$ cat src/rtl/core/bmhq_pkg.sv
// Shared types and constants for the binary max-heap priority queue.
// Depends on nothing; used by bmhq_level_cell and binary_max_heap_queue.
package bmhq_pkg;

  // Default and largest supported configuration.
  localparam int HEAP_DEPTH_DEF = 1024;
  localparam int KEY_WIDTH_DEF  = 32;
  localparam int DEPTH_MAX      = 65536;

  // A level number fits this many bits for every supported depth.
  localparam int LVL_BITS = $clog2($clog2(DEPTH_MAX + 1));

  // Fixed widths of the item fields.
  localparam int IN_KEY_W    = 32;
  localparam int OUT_KEY_W   = 32;
  localparam int OUT_COUNT_W = 11;

  typedef enum logic {
    REQ_INSERT = 1'b0,
    REQ_REMOVE = 1'b1
  } req_type_t;

  typedef enum logic [1:0] {
    STATUS_OK    = 2'd0,
    STATUS_FULL  = 2'd1,
    STATUS_EMPTY = 2'd2
  } status_t;

  typedef struct packed {
    req_type_t             req_type;
    logic [IN_KEY_W-1:0]   key_in;
  } req_t;

  typedef struct packed {
    status_t                status;
    logic [OUT_KEY_W-1:0]   removed_key;
    logic [OUT_KEY_W-1:0]   top_key;
    logic [OUT_COUNT_W-1:0] held_count;
    logic                   is_empty;
  } rsp_t;

  // Operation carried by the token that walks down the level cells.
  typedef enum logic {
    TOK_INSERT = 1'b0,
    TOK_SIFT   = 1'b1
  } tok_op_t;

  typedef struct packed {
    logic                valid;
    tok_op_t             op;
    logic [LVL_BITS-1:0] last_lvl;
  } tok_ctrl_t;

endpackage

$ cat src/rtl/core/bmhq_level_cell.sv
// One level of the heap: the keys of that level in two row memories
// (even and odd slots) and the compare step for a passing token.
// Depends on bmhq_pkg.
module bmhq_level_cell #(
  parameter int LEVEL     = 0,
  parameter int KEY_WIDTH = bmhq_pkg::KEY_WIDTH_DEF,
  parameter int CNT_W     = $clog2(bmhq_pkg::HEAP_DEPTH_DEF + 1),
  parameter int POS_W     = $clog2(bmhq_pkg::HEAP_DEPTH_DEF + 1) - 1
) (
  input  logic                 clk,
  input  logic                 rst,
  // Token from the level above.
  input  bmhq_pkg::tok_ctrl_t  tok_in,
  input  logic [KEY_WIDTH-1:0] tok_key_in,
  input  logic [POS_W-1:0]     tok_pos_in,
  input  logic [POS_W-1:0]     tok_path_in,
  // Token to the level below.
  output bmhq_pkg::tok_ctrl_t  tok_out,
  output logic [KEY_WIDTH-1:0] tok_key_out,
  output logic [POS_W-1:0]     tok_pos_out,
  output logic [POS_W-1:0]     tok_path_out,
  // Write-back from the level below into this level.
  input  logic                 wb_in_valid,
  input  logic [POS_W-1:0]     wb_in_pos,
  input  logic [KEY_WIDTH-1:0] wb_in_key,
  // Write-back from this level into the level above.
  output logic                 wb_out_valid,
  output logic [POS_W-1:0]     wb_out_pos,
  output logic [KEY_WIDTH-1:0] wb_out_key,
  // Direct read of one slot while no token is in flight.
  input  logic [POS_W-1:0]     fetch_pos,
  output logic [KEY_WIDTH-1:0] fetch_key,
  // Number of keys held, already updated for the current request.
  input  logic [CNT_W-1:0]     count
);

  localparam int ROW_W = (LEVEL < 2) ? 1 : LEVEL - 1;
  localparam int ROWS  = 1 << ROW_W;
  localparam int LB    = bmhq_pkg::LVL_BITS;

  logic [KEY_WIDTH-1:0] mem_lo [ROWS];
  logic [KEY_WIDTH-1:0] mem_hi [ROWS];

  logic [ROW_W-1:0]     raddr;
  logic [KEY_WIDTH-1:0] rd_lo;
  logic [KEY_WIDTH-1:0] rd_hi;
  logic                 fetch_half;

  bmhq_pkg::tok_ctrl_t  tok_q;
  logic [KEY_WIDTH-1:0] key_q;
  logic [POS_W-1:0]     pos_q;
  logic [POS_W-1:0]     path_q;

  logic [KEY_WIDTH-1:0] node;
  logic [CNT_W-1:0]     left_n;
  logic                 left_ok;
  logic                 right_ok;
  logic                 pick_r;
  logic [KEY_WIDTH-1:0] big;

  logic                 own_we;
  logic                 own_half;
  logic [ROW_W-1:0]     own_row;
  logic [KEY_WIDTH-1:0] own_key;

  bmhq_pkg::tok_ctrl_t  tok_next;
  logic [KEY_WIDTH-1:0] tok_key_next;
  logic [POS_W-1:0]     tok_pos_next;
  logic [POS_W-1:0]     tok_path_next;
  logic                 wb_valid_next;

  logic                 we;
  logic                 whalf;
  logic [ROW_W-1:0]     wrow;
  logic [KEY_WIDTH-1:0] wkey;

  // A sift token addresses the pair of children of its parent slot; an
  // insert token addresses the row of its own slot.
  always_comb begin
    if (tok_in.valid) begin
      if (tok_in.op == bmhq_pkg::TOK_SIFT) begin
        raddr = ROW_W'(tok_pos_in);
      end else begin
        raddr = ROW_W'(tok_pos_in >> 1);
      end
    end else begin
      raddr = ROW_W'(fetch_pos >> 1);
    end
  end

  always_ff @(posedge clk) begin
    rd_lo      <= mem_lo[raddr];
    rd_hi      <= mem_hi[raddr];
    fetch_half <= fetch_pos[0];
  end

  assign fetch_key = fetch_half ? rd_hi : rd_lo;

  always_ff @(posedge clk) begin
    if (rst) begin
      tok_q.valid <= 1'b0;
    end else begin
      tok_q.valid <= tok_in.valid;
    end
    tok_q.op       <= tok_in.op;
    tok_q.last_lvl <= tok_in.last_lvl;
    key_q          <= tok_key_in;
    pos_q          <= tok_pos_in;
    path_q         <= tok_path_in;
  end

  // Children of the parent slot; the root level has a single slot.
  always_comb begin
    node     = pos_q[0] ? rd_hi : rd_lo;
    left_n   = (CNT_W'(1) << LEVEL) | (CNT_W'(pos_q) << 1);
    left_ok  = (left_n <= count);
    right_ok = (LEVEL != 0) && (left_n < count);
    pick_r   = right_ok && (rd_lo < rd_hi);
    big      = pick_r ? rd_hi : rd_lo;
  end

  always_comb begin
    own_we         = 1'b0;
    own_half       = 1'b0;
    own_row        = '0;
    own_key        = key_q;
    tok_next       = tok_q;
    tok_next.valid = 1'b0;
    tok_key_next   = key_q;
    tok_pos_next   = '0;
    tok_path_next  = '0;
    wb_valid_next  = 1'b0;
    if (tok_q.valid) begin
      case (tok_q.op)
        bmhq_pkg::TOK_INSERT: begin
          own_row  = ROW_W'(pos_q >> 1);
          own_half = pos_q[0];
          if (tok_q.last_lvl == LB'(LEVEL)) begin
            // The new slot: the carried key lands here.
            own_we = 1'b1;
          end else begin
            tok_next.valid = 1'b1;
            tok_pos_next   = (pos_q << 1) | POS_W'(path_q[POS_W-1]);
            tok_path_next  = path_q << 1;
            if (key_q > node) begin
              own_we       = 1'b1;
              tok_key_next = node;
            end
          end
        end
        bmhq_pkg::TOK_SIFT: begin
          own_row  = ROW_W'(pos_q);
          own_half = pick_r;
          if (left_ok && (key_q < big)) begin
            // Swap: the larger child moves up, the key moves down.
            own_we         = 1'b1;
            wb_valid_next  = 1'b1;
            tok_next.valid = 1'b1;
            tok_pos_next   = (pos_q << 1) | POS_W'(pick_r);
          end
        end
        default: begin
        end
      endcase
    end
  end

  always_comb begin
    if (own_we) begin
      we    = 1'b1;
      whalf = own_half;
      wrow  = own_row;
      wkey  = own_key;
    end else begin
      we    = wb_in_valid;
      whalf = wb_in_pos[0];
      wrow  = ROW_W'(wb_in_pos >> 1);
      wkey  = wb_in_key;
    end
  end

  always_ff @(posedge clk) begin
    if (we && !whalf) begin
      mem_lo[wrow] <= wkey;
    end
    if (we && whalf) begin
      mem_hi[wrow] <= wkey;
    end
  end

  always_ff @(posedge clk) begin
    if (rst) begin
      tok_out.valid <= 1'b0;
      wb_out_valid  <= 1'b0;
    end else begin
      tok_out.valid <= tok_next.valid;
      wb_out_valid  <= wb_valid_next;
    end
    tok_out.op       <= tok_next.op;
    tok_out.last_lvl <= tok_next.last_lvl;
    tok_key_out      <= tok_key_next;
    tok_pos_out      <= tok_pos_next;
    tok_path_out     <= tok_path_next;
    wb_out_pos       <= pos_q;
    wb_out_key       <= big;
  end

endmodule

$ cat config.mk
export PLATFORM = sky130hd
export DESIGN_NAME = bmhq_level_cell
export DESIGN_NICKNAME = d
export VERILOG_FILES = /design/src/rtl/core/bmhq_pkg.sv /design/src/rtl/core/bmhq_level_cell.sv
export SDC_FILE = /design/constraint.sdc
export NUM_CORES = 1
export LEC_CHECK = 0
export BUFFER_PORTS_ARGS = -buffer_cell sky130_fd_sc_hd__buf_2
export CAP_MARGIN = 0
export CORE_ASPECT_RATIO = 0.8
export CORE_UTILIZATION = 35
export CTS_CLUSTER_SIZE = 12
export DETAILED_ROUTE_END_ITERATION = 7
export GPL_TIMING_DRIVEN = 0
export MAX_ROUTING_LAYER = met4
export PLACE_DENSITY = 0.63
export SLEW_MARGIN = 20
export SYNTH_ARGS = -nofsm -noshare
export SYNTH_HDL_FRONTEND = slang
export SYNTH_SLANG_ARGS = --single-unit
$ cat constraint.sdc
create_clock -name clk -period 11.5 [get_ports clk]
set_clock_uncertainty 0.15 [all_clocks]
set_input_delay 0.575 -clock clk [delete_from_list [all_inputs] [get_ports clk]]
set_output_delay 0.575 -clock clk [all_outputs]
set_load 0.005 [all_outputs]
# After elaboration in Yosys (flattened, before gate mapping)
# Memories as Yosys holds them, arrays and structs flattened. A register that Yosys moved wholly into a read port is not among the register bits.
# Index checks and enable logic that the tools add are counted.
dict set report word_totals {
  wordCells 64
  reg_bits 162
  mem_count 2
  mem_bits_rw 128
}
dict set report op_classes {
  n_bitwise 3
  reduce_logical 9
  muxes 30
  magnitude_cmp 3
}
# memory depth word_bits read_ports rd_clocked_by_memory_dff write_ports line
set mem_list {}
lappend mem_list {mem_hi 2 32 1 1 1 bmhq_level_cell.sv:42} ;# logic [KEY_WIDTH-1:0] mem_hi [ROWS];
lappend mem_list {mem_lo 2 32 1 1 1 bmhq_level_cell.sv:41} ;# logic [KEY_WIDTH-1:0] mem_lo [ROWS];
# operator count
set ops {}
lappend ops {{two-way mux 32 bit} 7}
lappend ops {{greater-than comparator 32 bit} 1}
lappend ops {{less-than comparator 32 bit} 1}
lappend ops {{two-way mux 10 bit} 2}
lappend ops {{one-hot mux 10 bit (2 select lines)} 1}
lappend ops {{two-way mux 1 bit} 16}
lappend ops {{<= comparator 11 bit} 1}
lappend ops {{bitwise OR 10 x 1 -> 10 bit} 1}
lappend ops {{one-hot mux 1 bit (2 select lines)} 4}
lappend ops {{OR reduction 3 bit} 2}
lappend ops {{zero test 5 bit} 1}
lappend ops {{OR reduction 2 bit} 2}
lappend ops {{logical AND 1 bit} 3}
lappend ops {{inverter 1 bit} 2}
lappend ops {{zero test 1 bit} 1}

# Longest topological paths before layout
# Gate-level depths: netlist (run 1).
dict set report logic_depth {
  depth_word 11
  depth_mapped 13
  mapped_depth_nobuf 9
}

# Least setup slack after synthesis (run 1)
# OpenSTA, ideal clock, no wires.
dict set report synth_timing {
  kind {register to register}
  start {reg pos_q[0]}
  end {mem mem_lo[0][0] (netlist bit), enable pin}
  arrival_ns 6.208
  required_time_ns 10.839
  setup_ns 0.511
  path_slack_ns 4.631
  period_less_slack_ns 6.869
  path_buffers 4
  path_stages_with_launch 14
  cell_sequence {dfxtp_1 -> clkbuf_1 -> buf_1 -> mux2i_1 -> ha_1 -> a21oi_1 -> o21ai_0 -> a221oi_1 -> nand3_1 -> o221ai_2 -> nor2b_4 -> buf_12 -> buf_12 -> o41ai_1}
}
dict set report synth_between {
  elab_chain_len 11
}
# item line
set synth_lines {}
lappend synth_lines {{start, declared} bmhq_level_cell.sv:51} ;# logic [POS_W-1:0] pos_q;
lappend synth_lines {{start signal, assigned} bmhq_level_cell.sv:108} ;# pos_q <= tok_pos_in;
lappend synth_lines {{two-way mux 32 bit} bmhq_level_cell.sv:114} ;# node = pos_q[0] ? rd_hi : rd_lo;
lappend synth_lines {{greater-than comparator 32 bit} bmhq_level_cell.sv:145} ;# if (key_q > node) begin
lappend synth_lines {{two-way mux 1 bit} bmhq_level_cell.sv:145}
lappend synth_lines {{two-way mux 1 bit} bmhq_level_cell.sv:138} ;# if (tok_q.last_lvl == LB'(LEVEL)) begin
lappend synth_lines {{one-hot mux 1 bit (2 select lines)} bmhq_level_cell.sv:134} ;# case (tok_q.op)
lappend synth_lines {{two-way mux 1 bit} bmhq_level_cell.sv:133} ;# if (tok_q.valid) begin
lappend synth_lines {{two-way mux 1 bit} bmhq_level_cell.sv:169} ;# if (own_we) begin
lappend synth_lines {{zero test 1 bit} bmhq_level_cell.sv:183} ;# if (we && !whalf) begin
lappend synth_lines {{logical AND 1 bit} bmhq_level_cell.sv:183}
lappend synth_lines {{two-way mux 1 bit} bmhq_level_cell.sv:183}
lappend synth_lines {{two-way mux 1 bit (implied by the code)} bmhq_level_cell.sv:184} ;# mem_lo[wrow] <= wkey;
lappend synth_lines {{end, declared} bmhq_level_cell.sv:41}
# Parallel ways exist; a longest one is shown, timed or not.

# Final worst setup path (run 1)
dict set report layout_timing {
  start {reg pos_q[0]}
  end {mem mem_lo[0][15] (netlist bit), enable pin}
}
# The elaborated chain is that of the path after synthesis.

==> results.toml, run 1 <==
[outcome]
status = "finished, final reports clean"

[critical_path]
path_max_fanout = 10
required_ns = 11.57
worstSetupEndpointType = "flip-flop"
cp_slowest_stage_delay_ns = 0.77
cp_data_arrival_time_ns = 5.97
timing.critical_path.buf_inv = 8
cp-start-kind = "flip-flop"
timing.reg2reg.worst_path_depth = 17
timing.critical_path.cells = "clkbuf_1, buf_1, mux2i_1, ha_1, a21oi_1, o21ai_0, a221oi_1, a31oi_1, o221ai_2, nor2b_4, buf_12, buf_12, o41ai_2, buf_4, buf_2, buf_2, buf_4"
crit_family = "buffers and inverters"
critPathCapture = "mem_lo[0][15]"
crit_path_start = "pos_q[0]"
r2r-end = "mem_lo[0][15]"
setup.worst_path.class = "reg2reg"
critical_path_depth = 17
regToRegStartpoint = "pos_q[0]"
reg2reg_slack_ns = 5.61
critical-path-slowest-cell = "sky130_fd_sc_hd__buf_1"

[detailed_routing]
final_antenna_net_count = 0
drcViolationCount = 0
dr_total_vias = 8219
wl_mm = 32.75
starting_drc_count_in_detailed_routing = 586
viasPerCell = 4.667
detail_route.first_pass.iterations = 4
wl_per_cell_um = 18.60

[logic_synthesis]
netlist.area_leader.share = 0.3552
synth.net_count = 1118
synth_ff_type = "sky130_fd_sc_hd__dfxtp_1"
yosys-top-cells-count = "sky130_fd_sc_hd__dfxtp_1 (225), sky130_fd_sc_hd__edfxtp_1 (128), sky130_fd_sc_hd__nand2_1 (85)"
yosys_warnings = 0
yosys.area_share.xor_xnor = 0
postSynthCellCount = 920
synth-seq-area-share = 0.6583
post_synth.cell_area_avg_um2 = 13.78
post_synthesis_compound_gate_area_fraction = 0.05969
synth_mux_area_frac = 0.1218
synth_unique_cells = 49
post_synth_fa_ha_maj_area_fraction = 0.07203
synth_top_cell_by_area = "sky130_fd_sc_hd__dfxtp_1"
synth-simple-area-share = 0.05940
syn_area_um2 = 12680
dominant_combinational_cell_family_by_area_after_synthesis = "multiplexers"
yosys.cell_count.top_type = "sky130_fd_sc_hd__dfxtp_1"
async_flop_share = 0
synth-edff-count = 128
postSynthRegisterBits = 353
synthTopCellsByArea = "sky130_fd_sc_hd__dfxtp_1 (36%), sky130_fd_sc_hd__edfxtp_1 (30%), sky130_fd_sc_hd__ha_1 (7.2%)"

[clock_tree]
clock_tree_from_tritoncts = "built"
longest_clk_path_bufs = 3
cts_root_buf = "sky130_fd_sc_hd__clkbuf_16"
cts_repair_resize_count = 0
tritoncts_buffer_count = 37
clock_sinks = 353
path_clk_slew_ns = 0.06
clock_latency_at_the_later_pin_of_the_worst_skew_pair_ns = 0.53
cts_hold_buffers = 51
h_tree_levels = 2
post-cts-setup-buffer-count = 0

[global_routing]
grt_start_max_net_pins = 18
met1_usage_in_global_routing = 0.2368
global_route_wire_length_before_repair_mm = 48.91
grtUsageMet3 = 0.04415
grt-ovfl-total = 0
globalRouteMet2Util = 0.2841
track_usage = 0.1821
grt_pass1_vias = 8497
antenna_violations_before_repair = 0
grt_busiest_layer = "met2"

[floorplan]
initial_cell_density_of_the_core = 0.3604
placementRows = 61
die_height_um = 172.3
die_area_um2 = 37000
placeableCoreArea_um2 = 35190
fp.dieW_um = 214.8
io_pins = 259

[sta]
timing.final.max_slew_violations = 0
report.final.hold_viol_count = 0
fmaxAchievable_mhz = 169.7
total_of_endpoints_with_negative_setup_slack_in_the_final_report = 0
post-route-period-util = 0.5125
finalWorstSetupSlack_ns = 5.606
timing.final.crit_period_ns = 5.894
grt_setup_unrepaired = "false"
tightestPinTransition_ns = 1.084
relative_max_transition_margin = 0.2775

[place]
gp_congestion = 0.8624
io_buffers = 241
placement.cell_area_um2 = 14690
pre_cts_slack_ns = 5.575
dp_hpwl_mm = 23.49

[worst_hold_path]
holdCritPathClass = "in2reg"

[pwr]
total_leakage_power_nw = 7.086
seq_power_share = 0.496
worst_ir_drop_vdd_mv = 0.09057
power.density_nw_per_um2 = 175.3
power_frac_comb = 0.111
clock_network_fraction_of_design_power = 0.393
cellInternalPower_w = 0.002195
net-switching-power_w = 0.0006711
switching_share = 0.2341

[final_layout]
layout.nets = 1461
syn_to_final_growth_pct = 28.96
antenna_cells = 0
post_route_core_utilization = 0.4648
finish.instance_area_um2 = 16350
post_route_cells_drive_above_1_share = 0.3227

[job]
timing.max_cap.violations = 0
-- stage by stage --
stage,std cells,power [W],hold slack [ns],TNS (ns)
global route,1761,0.002997,0.004575,0
CTS,1760,0.002900,0.001583,0
floorplan,920,0.001607,0.1790,0
global placement,1633,0.001741,0.1907,-11.05
finish,1761,0.002866,0.03079,0
detailed placement,1644,0.001752,0.1983,0
-- worst min-delay path by stage --
stage / start / to / slack (ns) / cells after the start
2_1_floorplan: pos_q[0] / wb_out_pos[0] / 0.18 / 0
3_3_place_gp: tok_next[1] / tok_out[1] / 0.19 / 0
3_5_place_dp: tok_next[1] / tok_out[1] / 0.20 / 0
4_1_cts: tok_key_in[0] / key_q[0] / 0.002 / 1
5_1_grt: tok_key_in[30] / key_q[30] / 0.005 / 1
6_report: tok_key_in[30] / key_q[30] / 0.03 / 1
-- power by group through the flow --
| stage | combinational, W | clock (W) | sequential [W] |
|---|---|---|---|
| 2_1_floorplan | 0.000168 | 0 | 0.00144 |
| 3_3_place_gp | 0.000290 | 0 | 0.00145 |
| 3_5_place_dp | 0.000304 | 0 | 0.00145 |
| 4_1_cts | 0.000320 | 0.00116 | 0.00142 |
| 5_1_grt | 0.000353 | 0.00121 | 0.00143 |
| 6_report | 0.000318 | 0.00113 | 0.00142 |
-- state kept, by name (all words and copies together) (netlist names) --
register      flops
mem_hi           64
mem_lo           64
big              32
key_q            32
rd_hi            32
tok_key_out      32
wb_out_key       32
path_q           10
pos_q            10
tok_pos_out      10
wb_out_pos       10
tok_path_out      9
tok_out           7
tok_next          6
fetch_half        1
tok_q             1
wb_out_valid      1
-- logic make-up after synthesis --
logic type,after synthesis
mux,132
flops,353
simple gates,154
other cells,1
fa+ha+maj,73
compound gates,129
buf+inv,78
-- layer usage --
metal	vias up	share of wire
met1	3938	0.48
met4	0	0.017
met5	-	0
li1	3984	-
met3	44	0.061
met2	253	0.45
-- cells in the final DEF (no fill, tap or decap), drive strengths merged, types with 2 or more instances in the layout --
cell type,Yosys,final
o211ai,2,2
o21ai,75,75
clkinv,0,3
o31ai,2,2
nand4b,2,2
a221oi,5,5
and3,10,10
nand4,12,12
dlygate4sd3,0,52
nor2b,4,4
nand2b,4,4
and4,2,2
mux2i,32,32
nand3b,2,2
dfxtp,225,225
o2bb2ai,2,2
ha,73,73
buf,7,259
inv,48,50
clkbuf,23,83
nor4,3,3
edfxtp,128,128
nand3,9,9
a21oi,29,29
nand2,85,85
and2,10,10
nor2,6,6
a21o,3,3
o2111ai,2,2
nor3,2,2
mux2,100,100
-- area by class of cell --
class                           instances  area, um2
Fill cell                            3184      18830
Sequential cell                       353       8348
Multi-Input combinational cell        489       4031
Timing Repair Buffer                  304       1877
Clock buffer                           60       1116
Tap cell                              472      590.6
Buffer                                 30      181.4
Inverter                               48      180.2
Clock inverter                          5      28.78
Power figures use the tool's default switching activity.
==> run 2, diff against run 1 <==
==> constraint.sdc (replaced) <==
create_clock -name clk -period 5.8 [get_ports clk]
set_clock_uncertainty 0.15 [all_clocks]
set_input_delay 0.29 -clock clk [delete_from_list [all_inputs] [get_ports clk]]
set_output_delay 0.29 -clock clk [all_outputs]
set_load 0.005 [all_outputs]
==> results.toml, run 2 (synthesis results as in run 1) <==
[global_routing]
grt_start_max_net_pins = 18
grt_pass1_vias = 8716
antenna_violations_before_repair = 0
grt-ovfl-total = 0
track_usage = 0.1863
global_route_wire_length_before_repair_mm = 50.21

[place]
placement.cell_area_um2 = 14690
dp_hpwl_mm = 23.53
gp_congestion = 0.8712
io_buffers = 241
place_inst = 1641

[critical_path]
crit_family = "compound AO/OA/AOI/OAI gates"
regToRegStartpoint = "pos_q[0]"
timing.critical_path.cells = "clkbuf_2, mux2i_1, ha_1, a21oi_1, o21ai_0, a221oi_1, a31oi_1, o221ai_2, nor2b_4, buf_12, buf_12, o41ai_4, buf_4, buf_4"
worstSetupEndpointType = "flip-flop"
path_max_fanout = 10
critical_path_depth = 14
setup.worst_path.class = "reg2reg"
timing.reg2reg.worst_path_depth = 14
critPathCapture = "mem_lo[0][12]"
cp_data_arrival_time_ns = 5.40
timing.critical_path.buf_inv = 5
reg2reg_slack_ns = 0.47
cp-start-kind = "flip-flop"
crit_path_start = "pos_q[0]"
cp_slowest_stage_delay_ns = 0.68
required_ns = 5.87
critical-path-slowest-cell = "sky130_fd_sc_hd__dfxtp_1"
r2r-end = "mem_lo[0][12]"

[detailed_routing]
detail_route.first_pass.iterations = 5
wl_mm = 33.44
wl_per_cell_um = 18.54
drcViolationCount = 0
final_antenna_net_count = 0
viasPerCell = 4.659
dr_total_vias = 8401
starting_drc_count_in_detailed_routing = 484

[worst_hold_path]
holdCritPathClass = "in2reg"
hold_depth = 2
min_from = "wb_in_pos[0]"

[final_layout]
final_cell_count_without_fillers = 1803
finish.instance_area_um2 = 16910
syn_to_final_growth_pct = 33.31
post_route_cells_drive_above_1_share = 0.3171
top_library_cells_by_usage_in_the_layout_fill_and_taps_aside = "sky130_fd_sc_hd__buf_2 (241), sky130_fd_sc_hd__dfxtp_1 (225), sky130_fd_sc_hd__edfxtp_1 (128)"
layout.cells.most_common = "sky130_fd_sc_hd__buf_2"
final.fill_count = 3119
antenna_cells = 0
layout.nets = 1499
reg_top3 = "mem_hi x64, mem_lo x64"

[sta]
timing.final.crit_period_ns = 5.328
relative_max_transition_margin = 0.3896
report.final.hold_viol_count = 0
total_of_endpoints_with_negative_setup_slack_in_the_final_report = 0
post-route-period-util = 0.9187
grt_setup_unrepaired = "false"
timing.final.max_slew_violations = 0
tightestPinTransition_ns = 0.9146
fmaxAchievable_mhz = 187.7

[floorplan]
die_height_um = 172.3
initial_cell_density_of_the_core = 0.3604
fp.dieW_um = 214.8
placementRows = 61
placeableCoreArea_um2 = 35190
io_pins = 259
die_area_um2 = 37000

[job]
timing.max_cap.violations = 0

[clock_tree]
path_clk_slew_ns = 0.06
longest_clk_path_bufs = 3
clock_tree_from_tritoncts = "built"
clock_latency_at_the_later_pin_of_the_worst_skew_pair_ns = 0.52
clock_sinks = 353
h_tree_levels = 2
cts_root_buf = "sky130_fd_sc_hd__clkbuf_16"
tritoncts_buffer_count = 38

[pwr]
worst_ir_drop_vdd_mv = 0.2043
total_leakage_power_nw = 7.325
power.density_nw_per_um2 = 348.4

[outcome]
status = "finished, final reports clean"
[run 2: area by class of cell]
cell class / instances / area (um2) / area share
Buffer: 29 / 181.4 / 0.01073
Clock buffer: 68 / 1271 / 0.07520
Clock inverter: 2 / 10.01 / 0.0005921
Inverter: 48 / 180.2 / 0.01066
Multi-Input combinational cell: 489 / 4043 / 0.2391
Sequential cell: 353 / 8348 / 0.4938
Tap cell: 472 / 590.6 / 0.03493
Timing Repair Buffer: 342 / 2281 / 0.1349
[run 2: what timing repair did]
item | CTS | global route
buffers inserted | 0 | 0
endpoints found under the setup margin | 0 | 119
resized for setup | 0 | 7
hold endpoints to repair | 184 | 0
hold buffers | 93 | 0
[run 2: how the worst min path moves through the flow]
stage and endpoint:
6_report mem_lo[0][4], 5_1_grt mem_lo[0][4], 4_1_cts mem_lo[0][2], 3_5_place_dp tok_out[0], 3_3_place_gp tok_out[0], 2_1_floorplan fetch_half
[run 2: power breakdown]
part | leakage (nW) | total, W | internal [W] | switching, W
logic | 3.63 | 0.000652 | 0.000313 | 0.000339
clock network | 0.626 | 0.00242 | 0.00148 | 0.000939
registers | 3.07 | 0.00282 | 0.00274 | 0.0000781
[run 2: stage by stage]
step,total power [W],hold WS (ns),utilization,setup slack (ns),setup TNS (ns)
floorplan,0.003187,0.1677,-,0.4765,0
global placement,0.003451,0.1879,0.4117,-2.978,-299.84
detailed placement,0.003475,0.1925,0.4176,0.08505,0
CTS,0.005962,0.04911,0.4805,0.03292,0
global route,0.006145,0.07093,0.4805,0.1293,0
finish,0.005891,0.08005,0.4805,0.4716,0
[run 2: routing by layer]
metal | wire length, um | share of wire | global-route usage | vias to the layer above
met3 | 1900 | 0.057 | 0.03237 | 50
li1 | - | - | - | 4062
met2 | 15180 | 0.45 | 0.2883 | 281
met1 | 15740 | 0.47 | 0.2515 | 4008
met5 | 0 | 0 | - | -
met4 | 626 | 0.019 | 0.05217 | 0
